$ cat src/dtc_report_bam_framer_assert.svh
// Assertion macros for the trouble report framer.
`ifndef DTC_REPORT_BAM_FRAMER_ASSERT_SVH
`define DTC_REPORT_BAM_FRAMER_ASSERT_SVH

// Check a consequent in the same cycle as its antecedent.
`define DTCBF_ASSERT_SAME(label, clk, rst_n, ante, cons, msg) \
    label: assert property (@(posedge clk) disable iff (!rst_n) (ante) |-> (cons)) \
        else $error(msg);

// Check a consequent in the cycle after its antecedent.
`define DTCBF_ASSERT_NEXT(label, clk, rst_n, ante, cons, msg) \
    label: assert property (@(posedge clk) disable iff (!rst_n) (ante) |=> (cons)) \
        else $error(msg);

`endif

$ cat src/dtcbf_pkg.sv
// Shared types and constants of the trouble report framer.
package dtcbf_pkg;

    localparam int IDX_W      = 4;
    localparam int SPN_W      = 19;
    localparam int FMI_W      = 5;
    localparam int OCC_W      = 16;
    localparam int ENTRY_W    = SPN_W + FMI_W + OCC_W;
    localparam int S_TDATA_W  = 48;
    localparam int PAYLOAD_W  = 64;
    localparam int KIND_W     = 2;
    localparam int TICKS_W    = 13;
    localparam int CNT_W      = 16;
    localparam int CFG_IDX_W  = 2;
    localparam int REC_W      = 32;

    localparam logic [KIND_W-1:0] KIND_SINGLE   = 2'd0;
    localparam logic [KIND_W-1:0] KIND_ANNOUNCE = 2'd1;
    localparam logic [KIND_W-1:0] KIND_DATA     = 2'd2;

    localparam logic [CFG_IDX_W-1:0] CFG_PERIOD = 2'd0;
    localparam logic [CFG_IDX_W-1:0] CFG_GAP    = 2'd1;

    localparam logic [TICKS_W-1:0] PERIOD_RESET = 13'd100;
    localparam logic [TICKS_W-1:0] GAP_RESET    = 13'd10;
    localparam logic [CNT_W-1:0]   COUNT_RESET  = 16'd1000;
    localparam logic [CNT_W-1:0]   COUNT_MAX    = 16'hFFFF;

    localparam logic [7:0] OCC_SAT     = 8'h7F;
    localparam logic [7:0] BAM_CONTROL = 8'h20;
    localparam logic [7:0] PGN_LOW     = 8'hCA;
    localparam logic [7:0] PGN_MID     = 8'hFE;
    localparam logic [7:0] FILL_BYTE   = 8'hFF;
    localparam logic [7:0] ZERO_BYTE   = 8'h00;
    localparam int         FRAME_BYTES = 7;

    typedef struct packed {
        logic              entry_wr;
        logic              tick_inc;
        logic              data_fetch;
        logic              session_end;
        logic              walk_start;
        logic              ent_read;
        logic              ent_capture;
        logic              ent_next;
        logic              rec_push;
        logic              flush;
        logic              out_load;
        logic [KIND_W-1:0] out_kind;
    } cmd_t;

    typedef struct packed {
        logic session_active;
        logic gap_due;
        logic more_frames;
        logic period_due;
        logic ent_failed;
        logic ent_last;
        logic rec_last;
        logic multi;
        logic out_free;
    } status_t;

endpackage

$ cat src/dtc_report_bam_framer.sv
// Top level of the periodic trouble report framer with broadcast transport.
// Each input item either writes one trouble entry (tuser low) or is a ten
// millisecond tick (tuser high). A tick that sends nothing goes from the tick
// state back to idle; a tick that releases a stored transport data frame
// fetches it, then waits in the emit state for the output register to empty.
// A tick that starts a report walks the entry table, reading and checking each
// entry, and pushes the record of each failed entry one record byte per cycle
// into the frame assembler before it emits a single or an announce frame.
// Configuration writes are always taken; the output register lets a new item in
// while the last result waits.
`include "dtc_report_bam_framer_assert.svh"

module dtc_report_bam_framer #(
    parameter int NUM_ENTRIES = 16,
    parameter int MAX_PACKETS = 10
) (
    input  logic                                  aclk,
    input  logic                                  aresetn,
    input  logic                                  s_axis_tvalid,
    output logic                                  s_axis_tready,
    // entry_index[3:0], spn[22:4], fmi[27:23], occurrences[43:28], failed[44]
    input  logic [dtcbf_pkg::S_TDATA_W-1:0]       s_axis_tdata,
    // action[0]
    input  logic                                  s_axis_tuser,
    output logic                                  m_axis_tvalid,
    input  logic                                  m_axis_tready,
    // payload[63:0]
    output logic [dtcbf_pkg::PAYLOAD_W-1:0]       m_axis_tdata,
    // frame_kind[1:0]
    output logic [dtcbf_pkg::KIND_W-1:0]          m_axis_tuser,
    input  logic                                  cfg_valid,
    output logic                                  cfg_ready,
    input  logic [dtcbf_pkg::CFG_IDX_W-1:0]       cfg_index,
    input  logic [dtcbf_pkg::TICKS_W-1:0]         cfg_data
);

    dtcbf_pkg::cmd_t    cmd;
    dtcbf_pkg::status_t status;

    logic cfg_write;

    assign cfg_ready = 1'b1;
    assign cfg_write = cfg_valid && cfg_ready;

    dtcbf_ctrl u_ctrl (
        .aclk     (aclk),
        .aresetn  (aresetn),
        .s_valid  (s_axis_tvalid),
        .s_action (s_axis_tuser),
        .s_ready  (s_axis_tready),
        .status   (status),
        .cmd      (cmd)
    );

    dtcbf_dpath #(
        .NUM_ENTRIES (NUM_ENTRIES),
        .MAX_PACKETS (MAX_PACKETS)
    ) u_dpath (
        .aclk          (aclk),
        .aresetn       (aresetn),
        .cmd           (cmd),
        .status        (status),
        .s_entry_index (s_axis_tdata[3:0]),
        .s_spn         (s_axis_tdata[22:4]),
        .s_fmi         (s_axis_tdata[27:23]),
        .s_occurrences (s_axis_tdata[43:28]),
        .s_failed      (s_axis_tdata[44]),
        .cfg_valid     (cfg_write),
        .cfg_index     (cfg_index),
        .cfg_data      (cfg_data),
        .m_ready       (m_axis_tready),
        .m_valid       (m_axis_tvalid),
        .m_kind        (m_axis_tuser),
        .m_payload     (m_axis_tdata)
    );

    `DTCBF_ASSERT_SAME(a_load_free, aclk, aresetn, cmd.out_load, status.out_free, "result loaded over a waiting item")
    `DTCBF_ASSERT_SAME(a_fetch_live, aclk, aresetn, cmd.data_fetch, (status.session_active && status.more_frames && status.gap_due), "data frame fetched outside a due session")
    `DTCBF_ASSERT_NEXT(a_tick_busy, aclk, aresetn, (s_axis_tvalid && s_axis_tready && s_axis_tuser), !s_axis_tready, "item taken while a tick is in work")
    `DTCBF_ASSERT_SAME(a_kind_code, aclk, aresetn, m_axis_tvalid, (m_axis_tuser == dtcbf_pkg::KIND_SINGLE || m_axis_tuser == dtcbf_pkg::KIND_ANNOUNCE || m_axis_tuser == dtcbf_pkg::KIND_DATA), "unknown frame kind offered")

endmodule

$ cat src/dtcbf_ctrl.sv
// Sequencer for ticks, table walks and frame output of the trouble report framer.
module dtcbf_ctrl (
    input  logic                       aclk,
    input  logic                       aresetn,
    input  logic                       s_valid,
    input  logic                       s_action,
    output logic                       s_ready,
    input  dtcbf_pkg::status_t         status,
    output dtcbf_pkg::cmd_t            cmd
);

    typedef enum logic [7:0] {
        ST_IDLE  = 8'b0000_0001,
        ST_TICK  = 8'b0000_0010,
        ST_RD    = 8'b0000_0100,
        ST_CHK   = 8'b0000_1000,
        ST_PUSH  = 8'b0001_0000,
        ST_DONE  = 8'b0010_0000,
        ST_FLUSH = 8'b0100_0000,
        ST_EMIT  = 8'b1000_0000
    } state_t;

    state_t                           state_reg;
    state_t                           state_next;
    logic [dtcbf_pkg::KIND_W-1:0]     kind_reg;
    logic [dtcbf_pkg::KIND_W-1:0]     kind_next;

    assign s_ready = (state_reg == ST_IDLE);

    always_comb begin
        state_next = state_reg;
        kind_next  = kind_reg;
        cmd        = '0;
        case (state_reg)
            ST_IDLE: begin
                if (s_valid) begin
                    if (s_action) begin
                        cmd.tick_inc = 1'b1;
                        state_next   = ST_TICK;
                    end else begin
                        cmd.entry_wr = 1'b1;
                    end
                end
            end
            ST_TICK: begin
                if (status.session_active && !status.gap_due) begin
                    state_next = ST_IDLE;
                end else if (status.session_active && status.more_frames) begin
                    cmd.data_fetch = 1'b1;
                    kind_next      = dtcbf_pkg::KIND_DATA;
                    state_next     = ST_EMIT;
                end else begin
                    cmd.session_end = status.session_active;
                    if (status.period_due) begin
                        cmd.walk_start = 1'b1;
                        state_next     = ST_RD;
                    end else begin
                        state_next = ST_IDLE;
                    end
                end
            end
            ST_RD: begin
                cmd.ent_read = 1'b1;
                state_next   = ST_CHK;
            end
            ST_CHK: begin
                if (status.ent_failed) begin
                    cmd.ent_capture = 1'b1;
                    state_next      = ST_PUSH;
                end else if (status.ent_last) begin
                    state_next = ST_DONE;
                end else begin
                    cmd.ent_next = 1'b1;
                    state_next   = ST_RD;
                end
            end
            ST_PUSH: begin
                cmd.rec_push = 1'b1;
                if (status.rec_last) begin
                    if (status.ent_last) begin
                        state_next = ST_DONE;
                    end else begin
                        cmd.ent_next = 1'b1;
                        state_next   = ST_RD;
                    end
                end
            end
            ST_DONE: begin
                if (status.multi) begin
                    state_next = ST_FLUSH;
                end else begin
                    kind_next  = dtcbf_pkg::KIND_SINGLE;
                    state_next = ST_EMIT;
                end
            end
            ST_FLUSH: begin
                cmd.flush  = 1'b1;
                kind_next  = dtcbf_pkg::KIND_ANNOUNCE;
                state_next = ST_EMIT;
            end
            ST_EMIT: begin
                cmd.out_kind = kind_reg;
                if (status.out_free) begin
                    cmd.out_load = 1'b1;
                    state_next   = ST_IDLE;
                end
            end
            default: begin
                state_next = ST_IDLE;
            end
        endcase
    end

    always_ff @(posedge aclk) begin
        if (!aresetn) begin
            state_reg <= ST_IDLE;
            kind_reg  <= dtcbf_pkg::KIND_SINGLE;
        end else begin
            state_reg <= state_next;
            kind_reg  <= kind_next;
        end
    end

endmodule

$ cat src/dtcbf_dpath.sv
// Entry table, tick counters, frame assembler, frame store and output register.
module dtcbf_dpath #(
    parameter int NUM_ENTRIES = 16,
    parameter int MAX_PACKETS = 10
) (
    input  logic                                 aclk,
    input  logic                                 aresetn,
    input  dtcbf_pkg::cmd_t                      cmd,
    output dtcbf_pkg::status_t                   status,
    input  logic [dtcbf_pkg::IDX_W-1:0]          s_entry_index,
    input  logic [dtcbf_pkg::SPN_W-1:0]          s_spn,
    input  logic [dtcbf_pkg::FMI_W-1:0]          s_fmi,
    input  logic [dtcbf_pkg::OCC_W-1:0]          s_occurrences,
    input  logic                                 s_failed,
    input  logic                                 cfg_valid,
    input  logic [dtcbf_pkg::CFG_IDX_W-1:0]      cfg_index,
    input  logic [dtcbf_pkg::TICKS_W-1:0]        cfg_data,
    input  logic                                 m_ready,
    output logic                                 m_valid,
    output logic [dtcbf_pkg::KIND_W-1:0]         m_kind,
    output logic [dtcbf_pkg::PAYLOAD_W-1:0]      m_payload
);

    localparam int EW = (NUM_ENTRIES > 1) ? $clog2(NUM_ENTRIES) : 1;
    localparam int FW = $clog2(NUM_ENTRIES + 1);
    localparam int PW = $clog2(MAX_PACKETS);
    localparam int CW = $clog2(MAX_PACKETS + 1);
    localparam int LW = FW + 2;

    logic [dtcbf_pkg::TICKS_W-1:0]   period_ticks_reg, period_ticks_next;
    logic [dtcbf_pkg::TICKS_W-1:0]   gap_ticks_reg, gap_ticks_next;
    logic [dtcbf_pkg::CNT_W-1:0]     period_cnt_reg, period_cnt_next;
    logic [dtcbf_pkg::CNT_W-1:0]     gap_cnt_reg, gap_cnt_next;
    logic                            session_reg, session_next;
    logic [CW-1:0]                   total_reg, total_next;
    logic [CW-1:0]                   sent_reg, sent_next;
    logic [NUM_ENTRIES-1:0]          failed_reg, failed_next;
    logic [EW-1:0]                   idx_reg, idx_next;
    logic [FW-1:0]                   fail_cnt_reg, fail_cnt_next;
    logic [CW-1:0]                   frame_cnt_reg, frame_cnt_next;
    logic [2:0]                      slot_reg, slot_next;
    logic [1:0]                      byte_cnt_reg, byte_cnt_next;
    logic [6:0][7:0]                 fbuf_reg, fbuf_next;
    logic [dtcbf_pkg::REC_W-1:0]     rec_reg, rec_next;
    logic [dtcbf_pkg::REC_W-1:0]     first_rec_reg, first_rec_next;
    logic                            ent_failed_reg;
    logic [dtcbf_pkg::ENTRY_W-1:0]   ent_data_reg;
    logic [dtcbf_pkg::PAYLOAD_W-1:0] store_rd_reg;
    logic                            out_valid_reg, out_valid_next;
    logic [dtcbf_pkg::KIND_W-1:0]    out_kind_reg, out_kind_next;
    logic [dtcbf_pkg::PAYLOAD_W-1:0] out_data_reg, out_data_next;

    logic [dtcbf_pkg::ENTRY_W-1:0]   entry_mem [NUM_ENTRIES];
    logic [dtcbf_pkg::PAYLOAD_W-1:0] frame_mem [MAX_PACKETS];

    logic [6:0]                      wr_idx_wide;
    logic                            wr_in_range;
    logic [EW-1:0]                   wr_addr;
    logic [dtcbf_pkg::SPN_W-1:0]     ent_spn;
    logic [dtcbf_pkg::FMI_W-1:0]     ent_fmi;
    logic [dtcbf_pkg::OCC_W-1:0]     ent_occ;
    logic [7:0]                      occ_byte;
    logic [dtcbf_pkg::REC_W-1:0]     record;
    logic [7:0]                      seq;
    logic                            frame_room;
    logic                            frame_we;
    logic [dtcbf_pkg::PAYLOAD_W-1:0] frame_word;
    logic                            flush_inc;
    logic [LW-1:0]                   len_short;
    logic [15:0]                     len_word;
    logic [dtcbf_pkg::PAYLOAD_W-1:0] single_word;
    logic [dtcbf_pkg::PAYLOAD_W-1:0] announce_word;

    assign wr_idx_wide = 7'(s_entry_index);
    assign wr_in_range = wr_idx_wide < 7'(NUM_ENTRIES);
    assign wr_addr     = wr_idx_wide[EW-1:0];

    assign ent_spn  = ent_data_reg[dtcbf_pkg::SPN_W-1:0];
    assign ent_fmi  = ent_data_reg[dtcbf_pkg::SPN_W +: dtcbf_pkg::FMI_W];
    assign ent_occ  = ent_data_reg[dtcbf_pkg::SPN_W + dtcbf_pkg::FMI_W +: dtcbf_pkg::OCC_W];
    assign occ_byte = (ent_occ >= 16'(dtcbf_pkg::OCC_SAT)) ? dtcbf_pkg::OCC_SAT : ent_occ[7:0];
    assign record   = {occ_byte, ent_spn[18:16], ent_fmi, ent_spn[15:8], ent_spn[7:0]};

    assign seq        = 8'(frame_cnt_reg) + 8'd1;
    assign frame_room = frame_cnt_reg < CW'(MAX_PACKETS);
    assign flush_inc  = (slot_reg != 3'd0) && frame_room;

    assign len_short = {fail_cnt_reg, 2'b10};
    assign len_word  = 16'(len_short);

    assign single_word = {dtcbf_pkg::FILL_BYTE, dtcbf_pkg::FILL_BYTE,
                          (fail_cnt_reg == '0) ? 32'd0 : first_rec_reg,
                          dtcbf_pkg::FILL_BYTE, dtcbf_pkg::ZERO_BYTE};
    assign announce_word = {dtcbf_pkg::ZERO_BYTE, dtcbf_pkg::PGN_MID, dtcbf_pkg::PGN_LOW,
                            dtcbf_pkg::FILL_BYTE, 8'(total_reg), len_word[15:8],
                            len_word[7:0], dtcbf_pkg::BAM_CONTROL};

    always_comb begin
        period_ticks_next = period_ticks_reg;
        gap_ticks_next    = gap_ticks_reg;
        period_cnt_next   = period_cnt_reg;
        gap_cnt_next      = gap_cnt_reg;
        session_next      = session_reg;
        total_next        = total_reg;
        sent_next         = sent_reg;
        failed_next       = failed_reg;
        idx_next          = idx_reg;
        fail_cnt_next     = fail_cnt_reg;
        frame_cnt_next    = frame_cnt_reg;
        slot_next         = slot_reg;
        byte_cnt_next     = byte_cnt_reg;
        fbuf_next         = fbuf_reg;
        rec_next          = rec_reg;
        first_rec_next    = first_rec_reg;
        out_valid_next    = out_valid_reg;
        out_kind_next     = out_kind_reg;
        out_data_next     = out_data_reg;
        frame_we          = 1'b0;
        frame_word        = {fbuf_reg, seq};

        if (cfg_valid) begin
            case (cfg_index)
                dtcbf_pkg::CFG_PERIOD: period_ticks_next = cfg_data;
                dtcbf_pkg::CFG_GAP:    gap_ticks_next    = cfg_data;
                default: begin
                end
            endcase
        end

        if (cmd.tick_inc) begin
            if (period_cnt_reg != dtcbf_pkg::COUNT_MAX) begin
                period_cnt_next = period_cnt_reg + 16'd1;
            end
            if (gap_cnt_reg != dtcbf_pkg::COUNT_MAX) begin
                gap_cnt_next = gap_cnt_reg + 16'd1;
            end
        end
        if (cmd.data_fetch || cmd.session_end || cmd.walk_start) begin
            gap_cnt_next = '0;
        end
        if (cmd.data_fetch) begin
            sent_next = sent_reg + CW'(1);
        end
        if (cmd.session_end) begin
            session_next = 1'b0;
            total_next   = '0;
            sent_next    = '0;
        end

        if (cmd.entry_wr && wr_in_range) begin
            failed_next[wr_addr] = s_failed;
        end

        // Preload the stream header: zero lamp byte, then the reserved byte.
        if (cmd.walk_start) begin
            period_cnt_next = '0;
            idx_next        = '0;
            fail_cnt_next   = '0;
            frame_cnt_next  = '0;
            slot_next       = 3'd2;
            fbuf_next       = '1;
            fbuf_next[0]    = dtcbf_pkg::ZERO_BYTE;
        end
        if (cmd.ent_next) begin
            idx_next = idx_reg + EW'(1);
        end
        if (cmd.ent_capture) begin
            rec_next      = record;
            fail_cnt_next = fail_cnt_reg + FW'(1);
            byte_cnt_next = 2'd0;
            if (fail_cnt_reg == '0) begin
                first_rec_next = record;
            end
        end

        if (cmd.rec_push) begin
            rec_next      = {8'h00, rec_reg[dtcbf_pkg::REC_W-1:8]};
            byte_cnt_next = byte_cnt_reg + 2'd1;
            if (slot_reg == 3'(dtcbf_pkg::FRAME_BYTES - 1)) begin
                frame_word = {rec_reg[7:0], fbuf_reg[5:0], seq};
                frame_we   = frame_room;
                if (frame_room) begin
                    frame_cnt_next = frame_cnt_reg + CW'(1);
                end
                fbuf_next = '1;
                slot_next = 3'd0;
            end else begin
                fbuf_next[slot_reg] = rec_reg[7:0];
                slot_next           = slot_reg + 3'd1;
            end
        end

        if (cmd.flush) begin
            frame_we     = flush_inc;
            total_next   = flush_inc ? frame_cnt_reg + CW'(1) : frame_cnt_reg;
            sent_next    = '0;
            session_next = 1'b1;
        end

        if (cmd.out_load) begin
            out_valid_next = 1'b1;
            out_kind_next  = cmd.out_kind;
            case (cmd.out_kind)
                dtcbf_pkg::KIND_DATA:     out_data_next = store_rd_reg;
                dtcbf_pkg::KIND_ANNOUNCE: out_data_next = announce_word;
                default:                  out_data_next = single_word;
            endcase
        end else if (m_ready) begin
            out_valid_next = 1'b0;
        end
    end

    always_ff @(posedge aclk) begin
        if (!aresetn) begin
            period_ticks_reg <= dtcbf_pkg::PERIOD_RESET;
            gap_ticks_reg    <= dtcbf_pkg::GAP_RESET;
            period_cnt_reg   <= dtcbf_pkg::COUNT_RESET;
            gap_cnt_reg      <= dtcbf_pkg::COUNT_RESET;
            session_reg      <= 1'b0;
            total_reg        <= '0;
            sent_reg         <= '0;
            failed_reg       <= '0;
            fail_cnt_reg     <= '0;
            frame_cnt_reg    <= '0;
            slot_reg         <= '0;
            byte_cnt_reg     <= '0;
            out_valid_reg    <= 1'b0;
        end else begin
            period_ticks_reg <= period_ticks_next;
            gap_ticks_reg    <= gap_ticks_next;
            period_cnt_reg   <= period_cnt_next;
            gap_cnt_reg      <= gap_cnt_next;
            session_reg      <= session_next;
            total_reg        <= total_next;
            sent_reg         <= sent_next;
            failed_reg       <= failed_next;
            fail_cnt_reg     <= fail_cnt_next;
            frame_cnt_reg    <= frame_cnt_next;
            slot_reg         <= slot_next;
            byte_cnt_reg     <= byte_cnt_next;
            out_valid_reg    <= out_valid_next;
        end
    end

    always_ff @(posedge aclk) begin
        idx_reg       <= idx_next;
        fbuf_reg      <= fbuf_next;
        rec_reg       <= rec_next;
        first_rec_reg <= first_rec_next;
        out_kind_reg  <= out_kind_next;
        out_data_reg  <= out_data_next;
        if (cmd.ent_read) begin
            ent_failed_reg <= failed_reg[idx_reg];
        end
    end

    always_ff @(posedge aclk) begin
        if (cmd.entry_wr && wr_in_range) begin
            entry_mem[wr_addr] <= {s_occurrences, s_fmi, s_spn};
        end
        if (cmd.ent_read) begin
            ent_data_reg <= entry_mem[idx_reg];
        end
    end

    always_ff @(posedge aclk) begin
        if (frame_we) begin
            frame_mem[frame_cnt_reg[PW-1:0]] <= frame_word;
        end
        if (cmd.data_fetch) begin
            store_rd_reg <= frame_mem[sent_reg[PW-1:0]];
        end
    end

    assign status.session_active = session_reg;
    assign status.gap_due        = gap_cnt_reg >= 16'(gap_ticks_reg);
    assign status.more_frames    = sent_reg < total_reg;
    assign status.period_due     = period_cnt_reg >= 16'(period_ticks_reg);
    assign status.ent_failed     = ent_failed_reg;
    assign status.ent_last       = idx_reg == EW'(NUM_ENTRIES - 1);
    assign status.rec_last       = byte_cnt_reg == 2'd3;
    assign status.multi          = fail_cnt_reg > FW'(1);
    assign status.out_free       = !out_valid_reg || m_ready;

    assign m_valid   = out_valid_reg;
    assign m_kind    = out_kind_reg;
    assign m_payload = out_data_reg;

endmodule

$ cat config.mk
export PLATFORM = sky130hd
export DESIGN_NAME = dtc_report_bam_framer
export DESIGN_NICKNAME = d
export VERILOG_FILES = /design/src/dtcbf_pkg.sv /design/src/dtc_report_bam_framer.sv /design/src/dtcbf_ctrl.sv /design/src/dtcbf_dpath.sv
export VERILOG_INCLUDE_DIRS = /design/src /design/src/src
export SDC_FILE = /design/constraint.sdc
export NUM_CORES = 2
export LEC_CHECK = 0
export BUFFER_PORTS_ARGS = -buffer_cell sky130_fd_sc_hd__buf_4
export CAP_MARGIN = 10
export CELL_PAD_IN_SITES_DETAIL_PLACEMENT = 1
export CELL_PAD_IN_SITES_GLOBAL_PLACEMENT = 1
export CORE_MARGIN = 3
export CORE_UTILIZATION = 61
export CTS_BUF_LIST = sky130_fd_sc_hd__clkbuf_2 sky130_fd_sc_hd__clkbuf_4 sky130_fd_sc_hd__clkbuf_8
export DETAILED_ROUTE_END_ITERATION = 7
export GPL_TIMING_DRIVEN = 0
export PLACE_DENSITY_LB_ADDON = 0.1
export SETUP_SLACK_MARGIN = 0.1
export SLEW_MARGIN = 40
export SYNTH_ARGS = -nofsm -noshare
export SYNTH_HDL_FRONTEND = slang
export SYNTH_SLANG_ARGS = --single-unit
$ cat constraint.sdc
create_clock -name aclk -period 24 [get_ports aclk]
set_input_delay 4.8 -clock aclk [delete_from_list [all_inputs] [get_ports aclk]]
set_output_delay 4.8 -clock aclk [all_outputs]
set_load 0.02 [all_outputs]
Word level (Yosys, flattened, before mapping). Memory sizes are Yosys's and may differ from the RTL's. A register that Yosys moved wholly into a read port is not among the register bits. Index checks and enable logic that the tools add are counted.

Register bits: 299. Memory bits (writable): 1280. Bits of input ports: 69. Output and inout bits: 69. Word-level logic and storage cells: 201. Memories: 2.

Memories: u_dpath.entry_mem (depth 16, width 40, rd ports 1, clocked after memory_dff 1, wr ports 1, line dtcbf_dpath.sv:53) `logic [dtcbf_pkg::ENTRY_W-1:0] entry_mem [NUM_ENTRIES];`; u_dpath.frame_mem (depth 10, width 64, rd ports 1, clocked after memory_dff 1, wr ports 1, line dtcbf_dpath.sv:54) `logic [dtcbf_pkg::PAYLOAD_W-1:0] frame_mem [MAX_PACKETS];`.

Add/sub/neg operators: 9. $lt $le $gt $ge: 12. Equality and inequality tests: 23. Muxes and demuxes: 86. Bitwise operators: 1. Reduce and logical (&&, ||, !) cells: 37.

Operators by type and width (number): $mux 56 (3); $mux 64 (2); $pmux 64 s2 (1); $mux 8 (9); $pmux 8 s8 (1); $mux 10 (6); $bwmux 56 (1); $mux 24 (2); $mux 4 (9); $add 16x1->16 const B (2); $ge 16x13->1 (2); $mux 32 (1); $ne 16x16->1 const B (2); $mux 1 (26); $demux 8 s3 (1); $mux 3 (7); $reduce_bool 2->1 (10); $bwmux 16 (1); $ge 16x7->1 const B (1); $mux 2 (8); $lt 4x5->1 const B (3); $reduce_and 2->1 (7); $add 4x1->4 const B (3); $mux 6 (2); 39 further kinds (58).

Depth between registers and ports, before layout.
Depth in word-level cells: 9. Mapped depth: 12.

Modules after synthesis. Synthesis repeated with hierarchy kept, for this count alone.

Cells, all modules: 3479. Area, all modules: 63712.4 um2.

Modules (own cells, without submodules): dtcbf_dpath (instances 1, cells each 3399, area each 63093.0 um2, seq. area each 47565.6 um2); dtcbf_ctrl (instances 1, cells each 78, area each 608.1 um2, seq. area each 200.2 um2); dtc_report_bam_framer (instances 1, cells each 2, area each 11.3 um2, seq. area each 0.0 um2).

Worst setup path after synthesis. No wires, ideal clock.

Kind: input port to flip-flop. From: in s_axis_tuser. To: reg u_dpath.failed_reg[4]. Arrival: 8793 ps. Required time: 23872 ps. Setup slack: 15080 ps. Stages on the path: 6. Path buffers: 0. Path through: nand2b_1 -> nor4_1 -> nand3b_1 -> nor3_1 -> mux2i_1 -> nor2_1.

Word-level cells in the longest chain between the ends: 4.

RTL lines: start: declaration (line dtc_report_bam_framer.sv:24) `input logic s_axis_tuser,`; $mux 1 (line dtcbf_ctrl.sv:37) `if (s_action) begin`; $mux 2 (line dtcbf_ctrl.sv:36) `if (s_valid) begin`; $mux 2 (line dtcbf_ctrl.sv:34) `case (state_reg)`; $logic_and 1x1->1 (line dtcbf_dpath.sv:150) `if (cmd.entry_wr && wr_in_range) begin`; end signal: assignment (line dtcbf_dpath.sv:236) `failed_reg <= failed_next;`; end: declaration (line dtcbf_dpath.sv:37) `logic [NUM_ENTRIES-1:0] failed_reg, failed_next;`.

Every way passes these cells. A chain may end at the register's enable or synchronous reset.

Worst setup path after layout.
From: in s_axis_tuser. To: mem u_dpath.entry_mem[8][16] (netlist bit), enable pin.

Word-level cells in the longest chain between the ends: 6.

RTL lines: $mux 1 (line dtcbf_ctrl.sv:37); $mux 2 (line dtcbf_ctrl.sv:36); $mux 2 (line dtcbf_ctrl.sv:34); $logic_and 1x1->1 (line dtcbf_dpath.sv:258) `if (cmd.entry_wr && wr_in_range) begin`; $mux 1 (line dtcbf_dpath.sv:258); $mux 1 (implied by the code) (line dtcbf_dpath.sv:259) `entry_mem[wr_addr] <= {s_occurrences, s_fmi, s_spn};`; end: declaration (line dtcbf_dpath.sv:53).

Every way passes these cells.

==> flow_metrics.tcl <==
set metrics [dict create \
    power_density_mw_per_mm2 81.37 \
    worstPathArrival_ps 8070 \
    fillers 8227 \
    ir_drop_mv 0.06564 \
    status "finished, final reports clean" \
    grt_max_degree 31 \
    syn_to_final_growth_pct 15.58 \
    die_area_mm2 0.1075 \
    skew_ps 78.69 \
    clock_latency_ps 960 \
    start_util_pct 61.75 \
    hpwl_mm 115.6 \
    max_cap_viol_count 0 \
    rows 117 \
    num-nets-final 3994 \
    clock_sinks 1648 \
    chipHeight_um 327.9 \
    drive_gt1_share_pct 27.63 \
    synth-edff-count 1476 \
    die_w_um 327.9 \
    grt-ovfl-total 0 \
    post-route-period-util_pct 30.91 \
    largest_reg_flops 640 \
    power_mw 5.943 \
    critPathTopFamily "simple AND/OR/NAND/NOR gates" \
    cts-buffers-inserted 280 \
    cp_slowest_stage_delay_ps 750 \
    synthTopCellsByArea "edfxtp_1 70%, mux4_2 12%, dfxtp_1 5.4%" \
    power_frac_seq_pct 56.6 \
    fin_tns_setup_ps 0 \
    end_kind "register" \
    antenna_found_initial 4 \
    netlist-cell-type-count 73 \
    place.gp.congestion 0.8524 \
    setup_violations 0 \
    startpoint_type "primary input" \
    finalHoldViolations 0 \
    p_int_mw 4.606 \
    crit_type "in2reg" \
    drc_errors 0 \
    synth_seq_area_share_pct 75.59 \
    vias 35950 \
    crit_chain "buf_4, nand2b_1, nor4_2, nand3b_1, nor3_2, buf_2, buf_2, buf_2, buf_4, buf_4" \
    core_mm2 0.1023 \
    cp_max_fo 7 \
    top_register "u_dpath.entry_mem" \
    cts_resized 0 \
    crit_required_ps 24650 \
    syn_area_mm2 0.06319 \
    grt_pass1_wl_mm 268.0 \
    syn_inst 3350 \
    drtIter0Drc 4469 \
    grt_usage_pct 34.92 \
    post-cts-setup-buffers 0 \
    maxSlewHeadroom_pct 40.46 \
    wl_per_cell_um 33.78 \
    switching_power_mw 1.337 \
    critPathSlowestCell "nor3_2" \
    period_needed_ps 7419 \
    rsz0062_at_grt "false" \
    wl_mm 184.1 \
    p_clk_share_pct 40.9 \
    p_sw_share_pct 22.50 \
    seq_area_mm2 0.04777 \
    cts-htree-levels 5 \
    ant_nets 0 \
    io_buffers 131 \
    first_pass_iters 5 \
    ctsLongestPathBuffers 4 \
    synth_top_cell_by_area "edfxtp_1" \
    fmax_mhz 134.8 \
    worst-path-buf-inv 6 \
    synth_top_area_share_pct 70.14 \
    routed_via_density 6.597 \
    ctsRootBufferMaster "clkbuf_8" \
    synth-main-ff-cell "edfxtp_1" \
    yosysWarnings 0 \
    combPwrFrac_pct 2.5 \
    hold_buffers 0 \
    avgSynthCellArea_um2 18.86 \
    worstMarginPinSlew_ps 889.9 \
    clkTransAtPathRegs_ps 60 \
    hp-class "reg2reg" \
    async_flop_share_pct 0 \
    p_leak_nw 23.79 \
    grt_pass1_vias 38900 \
    ys_ff_latch 1648 \
    io_pins 138 \
    final-max-slew-violation-count 0 \
    cts_tree "built" \
    multi_input_area_mm2 0.01472 \
]
-- cell usage in the layout, fill, tap and decap left out, types with 72 or more instances in the layout --
cell type	instances
buf_4	156
nand2_1	236
clkbuf_4	95
a21oi_1	124
clkbuf_8	289
mux2i_1	72
nor2_1	88
dfxtp_1	172
mux4_2	327
clkbuf_1	111
edfxtp_1	1476
-- logic make-up (layout without fill, tap and decap cells) --
| logic type | count (synthesis) | in the layout | share of synthesized area [%] |
|---|---|---|---|
| flip-flops | 1648 | 1648 | 75.59 |
| AND/OR/NAND/NOR | 620 | 620 | 4.936 |
| multiplexers | 399 | 399 | 12.79 |
| AO/OA/AOI/OAI | 364 | 364 | 3.825 |
| buffers and inverters | 235 | 959 | 1.451 |
| adder cells (fa/ha/maj) | 43 | 43 | 0.8514 |
| XOR/XNOR | 39 | 39 | 0.5405 |
| other | 2 | 10 | 0.01188 |
-- Yosys cell counts (4+ instances only) --
cell type and count:
a21oi_1 124, o32a_1 9, nand4_1 14, nand2b_1 11
a22oi_1 8, nor2b_1 72, and3_1 22, nor3b_1 5
a21o_1 16, nand3b_1 5, nand3_1 39, or2_2 11
inv_1 45, buf_2 7, nand4b_1 7, nor3_2 4
nor2_1 100, a221o_1 17, mux4_2 327, and4_1 11
o21ai_0 42, dfxtp_1 172, o21ai_1 4, o22ai_1 7
a211oi_1 63, a31oi_1 13, xnor2_1 17, nand2_1 237
a22o_1 16, a222oi_1 4, ha_1 43, nor4_1 8
nor3_1 23, buf_1 43, and2_1 17, or4_1 6
clkbuf_1 135, xor2_1 22, edfxtp_1 1476, or3_1 10
mux2i_1 72, o211ai_1 19
-- power groups by stage --
stage               Combinational [mW]  Sequential [mW]  Clock (mW)
finish                           0.150             3.36        2.43
global route                     0.162             3.37        2.58
detailed placement               0.141             3.42           0
global placement                 0.121             3.40           0
CTS                              0.146             3.36        2.45
floorplan                       0.0792             3.37           0
-- per-stage QoR --
stage | hold slack [ps] | utilization [%] | instance area [µm²] | setup slack [ps] | cells
3_3_place_gp | 426.8 | 64.40 | 65890 | 9827 | 4851
5_1_grt | 460.5 | 71.37 | 73040 | 16530 | 5448
3_5_place_dp | 440.8 | 66.26 | 67810 | 15950 | 4967
6_report | 452.5 | 71.38 | 73040 | 16580 | 5450
4_1_cts | 452.8 | 71.33 | 72990 | 16620 | 5443
2_1_floorplan | 415.4 | - | 63200 | 15080 | 3352
-- path summary, 6_finish.rpt --
path	startpoint	cells past startpoint	to	slack, ps
max	s_axis_tuser	10	u_dpath.entry_mem[8][16]	16580
min	u_dpath.period_ticks_reg[9]	2	u_dpath.period_ticks_reg[9]	450
min reg2reg	u_dpath.period_ticks_reg[9]	2	u_dpath.period_ticks_reg[9]	450
max reg2reg	u_ctrl.state_reg[1]	11	u_dpath.m_payload[20]	19200
-- worst min-delay path: cells and delay by family, from the launching register on --
kind               cells  cell delay (ps)
DFF                    1              300
AOI/OAI and AO/OA      1               50
and+or+nand+nor        1               50
-- cell type report --
type                            instances  area share, %
Timing Repair Buffer                  248          3.633
Clock buffer                          384          6.422
Inverter                               45         0.2313
Antenna cell                            6        0.02056
Sequential cell                      1648          65.40
Tap cell                             1368          2.343
Multi-Input combinational cell       1469          20.15
Clock inverter                         92         0.6818
Buffer                                190          1.117
-- metal layers --
layer / global-route usage, % / routed length, µm / up-vias
li1: - / - / 14540
met1: 42.52 / 64070 / 18700
met2: 61.51 / 97590 / 2215
met3: 6.475 / 14430 / 499
met4: 15.00 / 8020 / 0
met5: 0 / 0 / -
No activity file was read; power rests on OpenSTA's default activity.
